--- src/hw/rtl/sppm_pkg.sv ---
// ----------------------------------------------------------------------------
// sppm_pkg
// Types and fixed constants of the stereo PPM level meter.
// ----------------------------------------------------------------------------
package sppm_pkg;
    localparam int SAMPLE_W = 16;
    localparam int READING_W = 16;
    localparam int ANGLE_W = 16;

    localparam logic signed [READING_W-1:0] READING_RESET = -16'sd15360;
    localparam logic [ANGLE_W-1:0] ANGLE_MAX = 16'd46080;
    localparam logic [31:0] DB_PER_OCT_Q16 = 32'd394566;
    localparam logic signed [20:0] ANGLE_BASE = 21'sd149760;
    // ceil(2^24 / 11), exact floor divide for dividends below 2^21
    localparam logic [31:0] ANGLE_RECIP = 32'd1525202;

    localparam logic [2:0] REG_DECAY = 3'd0;
    localparam logic [2:0] REG_WEIGHT = 3'd1;
    localparam logic [2:0] REG_FLOOR = 3'd2;
    localparam logic [2:0] REG_OFFSET = 3'd3;
    localparam logic [2:0] REG_CLIP = 3'd4;

    typedef logic [SAMPLE_W-1:0] mag_t;
endpackage

--- src/hw/rtl/sppm_div.sv ---
// ----------------------------------------------------------------------------
// sppm_div
// Restoring shift-subtract divider, one quotient bit per cycle.
// ----------------------------------------------------------------------------
module sppm_div #(
    parameter int DW = 29,
    parameter int VW = 13
) (
    input  logic          aclk,
    input  logic          aresetn,
    input  logic          start,
    input  logic [DW-1:0] dividend,
    input  logic [VW-1:0] divisor,
    output logic          busy,
    output logic [DW-1:0] quot
);
    localparam int CW = $clog2(DW + 1);

    logic [DW-1:0] q_reg, q_next;
    logic [VW-1:0] rem_reg, rem_next;
    logic [VW-1:0] dvs_reg, dvs_next;
    logic [CW-1:0] cnt_reg, cnt_next;
    logic          busy_reg, busy_next;
    logic [VW:0]   rem_sh;
    logic [VW:0]   rem_sub;

    always_comb begin
        rem_sh = {rem_reg, q_reg[DW-1]};
        rem_sub = rem_sh - {1'b0, dvs_reg};
        q_next = q_reg;
        rem_next = rem_reg;
        dvs_next = dvs_reg;
        cnt_next = cnt_reg;
        busy_next = busy_reg;
        if (start) begin
            q_next = dividend;
            rem_next = '0;
            dvs_next = divisor;
            cnt_next = CW'(DW);
            busy_next = 1'b1;
        end else if (busy_reg) begin
            if (rem_sh >= {1'b0, dvs_reg}) begin
                rem_next = rem_sub[VW-1:0];
                q_next = {q_reg[DW-2:0], 1'b1};
            end else begin
                rem_next = rem_sh[VW-1:0];
                q_next = {q_reg[DW-2:0], 1'b0};
            end
            cnt_next = cnt_reg - 1'b1;
            if (cnt_reg == CW'(1)) begin
                busy_next = 1'b0;
            end
        end
    end

    always_ff @(posedge aclk) begin
        if (!aresetn) begin
            busy_reg <= 1'b0;
            cnt_reg <= '0;
        end else begin
            busy_reg <= busy_next;
            cnt_reg <= cnt_next;
        end
        q_reg <= q_next;
        rem_reg <= rem_next;
        dvs_reg <= dvs_next;
    end

    assign busy = busy_reg;
    assign quot = q_reg;
endmodule

--- src/hw/rtl/sppm_accum.sv ---
// ----------------------------------------------------------------------------
// sppm_accum
// Window accumulator: absolute sums, sample count and clip detect.
// ----------------------------------------------------------------------------
module sppm_accum #(
    parameter int MAX_WINDOW = 4096,
    parameter int CNT_W = 13,
    parameter int SUM_W = 29
) (
    input  logic                                 aclk,
    input  logic                                 aresetn,
    input  logic                                 add,
    input  logic                                 clear,
    input  logic signed [sppm_pkg::SAMPLE_W-1:0] left,
    input  logic signed [sppm_pkg::SAMPLE_W-1:0] right,
    input  logic [15:0]                          threshold,
    output logic [SUM_W-1:0]                     sum_left,
    output logic [SUM_W-1:0]                     sum_right,
    output logic [CNT_W-1:0]                     count,
    output logic                                 clip
);
    logic [SUM_W-1:0]  sum_l_reg, sum_l_next;
    logic [SUM_W-1:0]  sum_r_reg, sum_r_next;
    logic [CNT_W-1:0]  cnt_reg, cnt_next;
    logic              clip_reg, clip_next;
    sppm_pkg::mag_t    abs_l, abs_r;

    always_comb begin
        abs_l = left[15] ? sppm_pkg::mag_t'(-left) : sppm_pkg::mag_t'(left);
        abs_r = right[15] ? sppm_pkg::mag_t'(-right) : sppm_pkg::mag_t'(right);
        sum_l_next = sum_l_reg;
        sum_r_next = sum_r_reg;
        cnt_next = cnt_reg;
        clip_next = clip_reg;
        if (clear) begin
            sum_l_next = '0;
            sum_r_next = '0;
            cnt_next = '0;
            clip_next = 1'b0;
        end else if (add && (cnt_reg < CNT_W'(MAX_WINDOW))) begin
            sum_l_next = sum_l_reg + SUM_W'(abs_l);
            sum_r_next = sum_r_reg + SUM_W'(abs_r);
            cnt_next = cnt_reg + 1'b1;
            if ((abs_l >= threshold) || (abs_r >= threshold)) begin
                clip_next = 1'b1;
            end
        end
    end

    always_ff @(posedge aclk) begin
        if (!aresetn) begin
            sum_l_reg <= '0;
            sum_r_reg <= '0;
            cnt_reg <= '0;
            clip_reg <= 1'b0;
        end else begin
            sum_l_reg <= sum_l_next;
            sum_r_reg <= sum_r_next;
            cnt_reg <= cnt_next;
            clip_reg <= clip_next;
        end
    end

    assign sum_left = sum_l_reg;
    assign sum_right = sum_r_reg;
    assign count = cnt_reg;
    assign clip = clip_reg;
endmodule

--- src/hw/rtl/stereo_ppm_level_meter_top.sv ---
// ----------------------------------------------------------------------------
// stereo_ppm_level_meter_top
// Stereo peak programme meter with leaky dB readings and needle angles.
// ----------------------------------------------------------------------------
// A word that does not close a window is taken while the meter is idle. A
// word with tlast starts the window update, and s_tready stays low until
// the result word is loaded: per channel a mean divide (SUM_W =
// clog2(MAX_WINDOW+1)+16), a normalize, 16 squaring steps for log2, the
// dB, meter and angle math and a channel step; a zero mean skips the
// normalize and log2. The divider serves the mean; one 32x32 multiplier
// serves squaring, dB, meter and the angle divide by 11 (reciprocal
// multiply).
module stereo_ppm_level_meter_top #(
    parameter int MAX_WINDOW = 4096
) (
    input  logic        aclk,
    input  logic        aresetn,
    input  logic        s_tvalid,
    output logic        s_tready,
    input  logic [31:0] s_tdata,   // left_sample, right_sample
    input  logic        s_tlast,   // last_of_window
    output logic        m_tvalid,
    input  logic        m_tready,
    output logic [63:0] m_tdata,   // meter_left_db, meter_right_db, angle_left, angle_right
    output logic [1:0]  m_tuser,   // clip_flag, over_flag
    input  logic        cfg_valid,
    output logic        cfg_ready,
    input  logic [2:0]  cfg_index,
    input  logic [15:0] cfg_data
);
    localparam int CNT_W = $clog2(MAX_WINDOW + 1);
    localparam int SUM_W = CNT_W + 16;

    localparam logic [3:0] S_IDLE  = 4'd0;
    localparam logic [3:0] S_DIVS  = 4'd1;
    localparam logic [3:0] S_WAITM = 4'd2;
    localparam logic [3:0] S_NORM  = 4'd3;
    localparam logic [3:0] S_SQ    = 4'd4;
    localparam logic [3:0] S_DB    = 4'd5;
    localparam logic [3:0] S_MET1  = 4'd6;
    localparam logic [3:0] S_MET2  = 4'd7;
    localparam logic [3:0] S_ANG   = 4'd8;
    localparam logic [3:0] S_NEXT  = 4'd10;
    localparam logic [3:0] S_OUT   = 4'd11;

    logic [15:0]        decay_reg, weight_reg, clip_thr_reg;
    logic signed [15:0] floor_reg;
    logic [14:0]        offset_reg;

    logic [3:0]         state_reg, state_next;
    logic               ch_reg, ch_next;
    logic [30:0]        m_reg, m_next;
    logic [3:0]         e_reg, e_next;
    logic [15:0]        frac_reg, frac_next;
    logic [3:0]         sq_cnt_reg, sq_cnt_next;
    logic signed [16:0] level_reg, level_next;
    logic signed [33:0] acc_reg, acc_next;
    logic signed [15:0] rd_reg [2];
    logic signed [15:0] rd_next [2];
    logic [15:0]        ang_reg [2];
    logic [15:0]        ang_next [2];
    logic               clip_hold_reg, clip_hold_next;
    logic               out_valid_reg, out_valid_next;
    logic [63:0]        out_data_reg, out_data_next;
    logic [1:0]         out_user_reg, out_user_next;

    logic               acc_add, acc_clear;
    logic [SUM_W-1:0]   sum_l, sum_r;
    logic [CNT_W-1:0]   win_cnt;
    logic               win_clip;

    logic               div_start, div_busy;
    logic [SUM_W-1:0]   div_dvd, div_q;
    logic [CNT_W-1:0]   div_dvs;

    logic signed [31:0] mul_a, mul_b;
    logic signed [63:0] mul_p;

    logic [31:0]        sq;
    logic [14:0]        db;
    logic signed [16:0] diff;
    logic signed [33:0] msum;
    logic signed [17:0] mq;
    logic signed [20:0] r_ext, num;
    logic [16:0]        aq;
    logic signed [15:0] cur_rd;

    assign cfg_ready = 1'b1;

    always_ff @(posedge aclk) begin
        if (!aresetn) begin
            decay_reg <= 16'd64218;
            weight_reg <= 16'd983;
            floor_reg <= -16'sd12800;
            offset_reg <= 15'd20557;
            clip_thr_reg <= 16'd32766;
        end else if (cfg_valid) begin
            case (cfg_index)
                sppm_pkg::REG_DECAY:  decay_reg <= cfg_data;
                sppm_pkg::REG_WEIGHT: weight_reg <= cfg_data;
                sppm_pkg::REG_FLOOR:  floor_reg <= cfg_data;
                sppm_pkg::REG_OFFSET: offset_reg <= cfg_data[14:0];
                sppm_pkg::REG_CLIP:   clip_thr_reg <= cfg_data;
                default: ;
            endcase
        end
    end

    assign s_tready = (state_reg == S_IDLE);
    assign acc_add = s_tvalid && s_tready;
    assign acc_clear = (state_reg == S_NEXT) && ch_reg;

    sppm_accum #(
        .MAX_WINDOW(MAX_WINDOW),
        .CNT_W(CNT_W),
        .SUM_W(SUM_W)
    ) u_accum (
        .aclk(aclk),
        .aresetn(aresetn),
        .add(acc_add),
        .clear(acc_clear),
        .left(s_tdata[15:0]),
        .right(s_tdata[31:16]),
        .threshold(clip_thr_reg),
        .sum_left(sum_l),
        .sum_right(sum_r),
        .count(win_cnt),
        .clip(win_clip)
    );

    sppm_div #(
        .DW(SUM_W),
        .VW(CNT_W)
    ) u_div (
        .aclk(aclk),
        .aresetn(aresetn),
        .start(div_start),
        .dividend(div_dvd),
        .divisor(div_dvs),
        .busy(div_busy),
        .quot(div_q)
    );

    assign cur_rd = rd_reg[ch_reg];

    always_comb begin
        r_ext = 21'(cur_rd);
        num = sppm_pkg::ANGLE_BASE - (r_ext <<< 4) - (r_ext <<< 1);
        case (state_reg)
            S_SQ: begin
                mul_a = {1'b0, m_reg};
                mul_b = {1'b0, m_reg};
            end
            S_DB: begin
                mul_a = {12'd0, e_reg, frac_reg};
                mul_b = sppm_pkg::DB_PER_OCT_Q16;
            end
            S_MET1: begin
                mul_a = {16'd0, decay_reg};
                mul_b = 32'(cur_rd);
            end
            S_MET2: begin
                mul_a = {16'd0, weight_reg};
                mul_b = 32'(level_reg);
            end
            S_ANG: begin
                mul_a = 32'(num + 21'sd5);
                mul_b = sppm_pkg::ANGLE_RECIP;
            end
            default: begin
                mul_a = '0;
                mul_b = '0;
            end
        endcase
        mul_p = mul_a * mul_b;
    end

    always_comb begin
        sq = mul_p[61:30];
        db = mul_p[38:24];
        diff = $signed({2'b00, db}) - $signed({2'b00, offset_reg});
        msum = acc_reg + mul_p[33:0];
        mq = msum[33:16];
        aq = mul_p[40:24];

        state_next = state_reg;
        ch_next = ch_reg;
        m_next = m_reg;
        e_next = e_reg;
        frac_next = frac_reg;
        sq_cnt_next = sq_cnt_reg;
        level_next = level_reg;
        acc_next = acc_reg;
        rd_next = rd_reg;
        ang_next = ang_reg;
        clip_hold_next = clip_hold_reg;
        out_data_next = out_data_reg;
        out_user_next = out_user_reg;
        out_valid_next = out_valid_reg && !m_tready;
        div_start = 1'b0;
        div_dvd = ch_reg ? sum_r : sum_l;
        div_dvs = win_cnt;

        case (state_reg)
            S_IDLE: begin
                if (acc_add && s_tlast) begin
                    ch_next = 1'b0;
                    state_next = S_DIVS;
                end
            end
            S_DIVS: begin
                div_start = 1'b1;
                state_next = S_WAITM;
            end
            S_WAITM: begin
                if (!div_busy) begin
                    if (div_q[15:0] == 16'd0) begin
                        level_next = 17'(floor_reg);
                        state_next = S_MET1;
                    end else begin
                        m_next = {div_q[15:0], 15'd0};
                        e_next = 4'd15;
                        state_next = S_NORM;
                    end
                end
            end
            S_NORM: begin
                if (m_reg[30]) begin
                    frac_next = '0;
                    sq_cnt_next = '0;
                    state_next = S_SQ;
                end else begin
                    m_next = {m_reg[29:0], 1'b0};
                    e_next = e_reg - 1'b1;
                end
            end
            S_SQ: begin
                if (sq[31]) begin
                    frac_next = {frac_reg[14:0], 1'b1};
                    m_next = sq[31:1];
                end else begin
                    frac_next = {frac_reg[14:0], 1'b0};
                    m_next = sq[30:0];
                end
                sq_cnt_next = sq_cnt_reg + 1'b1;
                if (sq_cnt_reg == 4'd15) begin
                    state_next = S_DB;
                end
            end
            S_DB: begin
                level_next = (diff < 17'(floor_reg)) ? 17'(floor_reg) : diff;
                state_next = S_MET1;
            end
            S_MET1: begin
                acc_next = mul_p[33:0];
                state_next = S_MET2;
            end
            S_MET2: begin
                if (mq > 18'sd32767) begin
                    rd_next[ch_reg] = 16'sh7FFF;
                end else if (mq < -18'sd32768) begin
                    rd_next[ch_reg] = 16'sh8000;
                end else begin
                    rd_next[ch_reg] = mq[15:0];
                end
                state_next = S_ANG;
            end
            S_ANG: begin
                if (num < 0) begin
                    ang_next[ch_reg] = '0;
                end else begin
                    ang_next[ch_reg] = (aq > 17'(sppm_pkg::ANGLE_MAX)) ?
                        sppm_pkg::ANGLE_MAX : aq[15:0];
                end
                state_next = S_NEXT;
            end
            S_NEXT: begin
                if (!ch_reg) begin
                    ch_next = 1'b1;
                    state_next = S_DIVS;
                end else begin
                    clip_hold_next = win_clip;
                    state_next = S_OUT;
                end
            end
            S_OUT: begin
                if (!out_valid_reg || m_tready) begin
                    out_data_next = {ang_reg[1], ang_reg[0], rd_reg[1], rd_reg[0]};
                    out_user_next = {clip_hold_reg || !rd_reg[0][15] || !rd_reg[1][15],
                                     clip_hold_reg};
                    out_valid_next = 1'b1;
                    state_next = S_IDLE;
                end
            end
            default: state_next = S_IDLE;
        endcase
    end

    always_ff @(posedge aclk) begin
        if (!aresetn) begin
            state_reg <= S_IDLE;
            ch_reg <= 1'b0;
            out_valid_reg <= 1'b0;
            rd_reg[0] <= sppm_pkg::READING_RESET;
            rd_reg[1] <= sppm_pkg::READING_RESET;
        end else begin
            state_reg <= state_next;
            ch_reg <= ch_next;
            out_valid_reg <= out_valid_next;
            rd_reg <= rd_next;
        end
        m_reg <= m_next;
        e_reg <= e_next;
        frac_reg <= frac_next;
        sq_cnt_reg <= sq_cnt_next;
        level_reg <= level_next;
        acc_reg <= acc_next;
        ang_reg <= ang_next;
        clip_hold_reg <= clip_hold_next;
        out_data_reg <= out_data_next;
        out_user_reg <= out_user_next;
    end

    assign m_tvalid = out_valid_reg;
    assign m_tdata = out_data_reg;
    assign m_tuser = out_user_reg;
endmodule

--- config.mk ---
export PLATFORM = sky130hd
export DESIGN_NAME = stereo_ppm_level_meter_top
export DESIGN_NICKNAME = d
export VERILOG_FILES = /design/src/hw/rtl/sppm_pkg.sv /design/src/hw/rtl/sppm_div.sv /design/src/hw/rtl/sppm_accum.sv /design/src/hw/rtl/stereo_ppm_level_meter_top.sv
export SDC_FILE = /design/constraint.sdc
export NUM_CORES = 2
export LEC_CHECK = 0
export BUFFER_PORTS_ARGS = -buffer_cell sky130_fd_sc_hd__buf_2
export CORE_ASPECT_RATIO = 2
export CORE_UTILIZATION = 59
export CTS_CLUSTER_DIAMETER = 100
export DETAILED_ROUTE_END_ITERATION = 7
export HOLD_SLACK_MARGIN = 0.12
export PLACE_DENSITY = 0.79
export SLEW_MARGIN = 15
export SYNTH_ARGS = -nofsm -noshare
export SYNTH_HDL_FRONTEND = slang
export SYNTH_SLANG_ARGS = --single-unit
--- constraint.sdc ---
create_clock -name aclk -period 42.4 [get_ports aclk]
set_input_delay 8.48 -clock aclk [delete_from_list [all_inputs] [get_ports aclk]]
set_output_delay 8.48 -clock aclk [all_outputs]
set_load 0.05 [all_outputs]
==> key figures <==
Run status
  • Status: complete, no violations

Critical path
  • Reg-to-reg startpoint: ch_reg$_SDFFE_PN0P_
  • CP Buf/Inv Count: 11
  • Max stage delay cell, worst path: o311a_1
  • Largest stage delay, worst path: 0.77 ns
  • Reg2Reg Setup Slack: 25.95 ns
  • Crit start category: flip-flop
  • Critical path fanouts, max: 53
  • WS Path Type: reg2reg
  • WP data required: 42.76 ns
  • Delay-heaviest family, CP: adder cells
  • Reg2reg end: level_reg[6]$_DFFE_PP_
  • R2R depth: 50
  • Critical Path Sink Type: flip-flop
  • Critical path data arrival time: 16.80 ns
  • Most used cell, CP: fa_1

Yosys
  • Yosys warnings: 0
  • Ys flop type: edfxtp_1
  • EDFF count, synth: 246
  • Syn avg cell area: 9.07 sq um
  • Cell variety after synth: 96
  • Post-synth ARST share: 0%
  • Synthesized cell area: 61500 sq um
  • Syn Inst Count: 6786
  • Register area share after synthesis: 18.8%
  • FF+latch count, synth: 454

STA
  • Max Fclk: 60.8 MHz
  • Slew HR: 12.8%
  • Post-route setup TNS: 0 ns
  • Final Hold Viols: 0
  • Setup Skew: 0.0529 ns
  • Least-Margin Pin Slew: 1.30 ns
  • Max Slew Vio Count: 0
  • Unrepaired setup endpoints after global routing: false
  • Min Tclk post-route: 16.45 ns
  • Hold_ws: 0.455 ns
  • Period utilization: 38.8%
  • Final setup viols: 0

Floorplan
  • DIE HEIGHT: 459 um
  • Initial core utilization: 59.5%
  • Row count: 167
  • Core footprint: 103000 sq um
  • Die Width: 230 um
  • Top Ports: 126
  • Die area: 106000 sq um

Clocking
  • Clock slew at reported path FFs: 0.08 ns
  • H-tree depth: 2
  • CTS tree: built
  • Clk_lat worst skew: 0.61 ns
  • Hold_buf cts: 0
  • Clk buf depth: 3
  • Resized Gates After CTS: 0
  • CTS sink count: 454
  • Root buffer cell: clkbuf_16
  • Post-CTS Setup Inserts: 0
  • CTS Buf Count: 37

GRT
  • GRT Util Overall: 39.7%
  • Gr ovfl total: 0
  • Global-route wire length before repair: 312000 um
  • Vias in the first global route: 53726
  • Initial antenna violation count: 0
  • Largest net degree at the start of global routing: 68

Place
  • Count of input and output buffers: 124
  • RePlAce Congestion: 1.07
  • Placed Cells: 8085
  • Final HPWL DP: 167000 um

Power
  • Clock Power Share: 8.1%
  • Sw Share: 52.9%
  • Max VDD drop: 0.716 mV
  • P per Cell Area: 67.0 nW/um^2
  • Pint: 2040 uW
  • Flop pwr share: 13.1%
  • Leakage power: 0.0277 uW
  • Logic gate share of total power: 78.8%
  • Switch Pwr: 2300 uW

Flow run
  • Max-Cap Viols: 0

Route
  • Vias/cell: 6.15
  • DR pass1 iterations: 8
  • Residual DRC: 0
  • WL/cell: 25.0 um
  • Drt total wl: 204000 um
  • Via count: 50143
  • Number of DRC markers in iteration 0: 4125
  • Final ANT Viol Nets: 0

Layout
  • Final Net Count: 8257
  • Fraction of layout cells with a size suffix above 1: 5.65%
  • Multi-input logic area: 44500 sq um
  • Area growth syn-to-layout: 5.37%
  • Largest register FFs: 64
  • Sequential cell area: 11600 sq um
  • Most frequent cells in the layout: inv_1 (1200), fa_1 (1066), nand2_1 (989), nor2_1 (578), ha_1 (362)
  • Final Non-Filler Cells: 8155
  • Fin util: 62.7%
  • Commonest non-fill, non-tap cell in the layout: inv_1
  • # fillers: 8699

Min path
  • Worst Hold Path EP: m_tdata[58]$_DFFE_PP_
  • Min-delay src: ang_reg[10]$_DFFE_PP_
  • Hold path depth: 0
  • HP Class: reg2reg
## logic make-up after synthesis
kind of cell,share of synthesized area (%)
AOI/OAI and AO/OA,10.8
xor gates and xnor gates,3.17
adders and majority gates,42.0
buffers and inverters,9.37
DFF,18.8
muxes,1.70
other,0.0122
and+or+nand+nor,14.1
## how the worst max path moves through the flow
stage | from | endpoint | slack (ns) | cells past startpoint
floorplan | ch_reg$_SDFFE_PN0P_ | level_reg[10]$_DFFE_PP_ | 28.40 | 55
global placement | ch_reg$_SDFFE_PN0P_ | level_reg[8]$_DFFE_PP_ | 26.19 | 50
detailed placement | ch_reg$_SDFFE_PN0P_ | level_reg[10]$_DFFE_PP_ | 26.09 | 50
CTS | ch_reg$_SDFFE_PN0P_ | level_reg[7]$_DFFE_PP_ | 26.07 | 50
global route | ch_reg$_SDFFE_PN0P_ | level_reg[7]$_DFFE_PP_ | 24.87 | 52
finish | ch_reg$_SDFFE_PN0P_ | level_reg[6]$_DFFE_PP_ | 25.95 | 50
## Yosys cell counts, types with 34 or more instances
| cell | instances | area [sq um] |
|---|---|---|
| inv_1 | 1200 | 4500 |
| fa_1 | 1066 | 21300 |
| nand2_1 | 991 | 3720 |
| nor2_1 | 585 | 2200 |
| ha_1 | 362 | 4530 |
| a21oi_1 | 310 | 1550 |
| clkbuf_1 | 271 | 1020 |
| o21ai_0 | 256 | 1280 |
| edfxtp_1 | 246 | 7390 |
| dfxtp_1 | 208 | 4160 |
| xnor2_1 | 157 | 1380 |
| nand3_1 | 87 | 435 |
| mux2i_1 | 80 | 801 |
| a21o_1 | 76 | 571 |
| xor2_1 | 66 | 578 |
| nand4_1 | 49 | 307 |
| and2_1 | 48 | 300 |
| a22oi_1 | 47 | 353 |
| nor3_1 | 42 | 210 |
| o211ai_1 | 41 | 308 |
| a211oi_1 | 36 | 270 |
| nand2b_1 | 36 | 225 |
| and3_1 | 34 | 213 |
## per-stage QoR
stage | total power, uW | setup slack [ns] | cell area [sq um]
after floorplan | 3030 | 28.40 | 61700
after global placement | 3880 | 26.19 | 63600
after detailed placement | 3930 | 26.09 | 63600
after CTS | 4300 | 26.07 | 64800
after global routing | 4630 | 24.87 | 64800
final | 4340 | 25.95 | 64800
## layer usage
layer / wire length (um) / up-vias / track usage, %
met5: 0 / - / 0
met4: 24100 / 0 / 36.6
met3: 15200 / 1088 / 5.60
met2: 101000 / 2723 / 68.5
met1: 63400 / 24854 / 41.4
li1: - / 21478 / -
## power by group through the flow
stage / logic (uW) / registers, uW / clock network (uW)
5_1_grt: 3690 / 572 / 369
4_1_cts: 3380 / 566 / 355
2_1_floorplan: 2470 / 557 / 0
6_report: 3420 / 567 / 352
3_3_place_gp: 3300 / 573 / 0
3_5_place_dp: 3350 / 575 / 0
## worst register-to-register path, delay by kind of cell (launching register included)
family                   cells  cell delay [ns]
adder cells (fa/ha/maj)     13             5.91
AO/OA/AOI/OAI               15             4.98
buffers and inverters       11             2.25
AND/OR/NAND/NOR              7             1.22
multiplexers                 2             0.86
XOR/XNOR                     2             0.57
flip-flops                   1             0.45
## area by class of cell
cell class	instances	share of cell area [%]
diodes	2	0.00772
clock buffers	46	1.54
clock inverters	22	0.318
inverters	1205	6.98
multi-input cells	4847	68.6
flip-flops and latches	454	17.8
well taps	1352	2.61
repair buffers	227	2.15
Power figures use the tool's default switching activity.
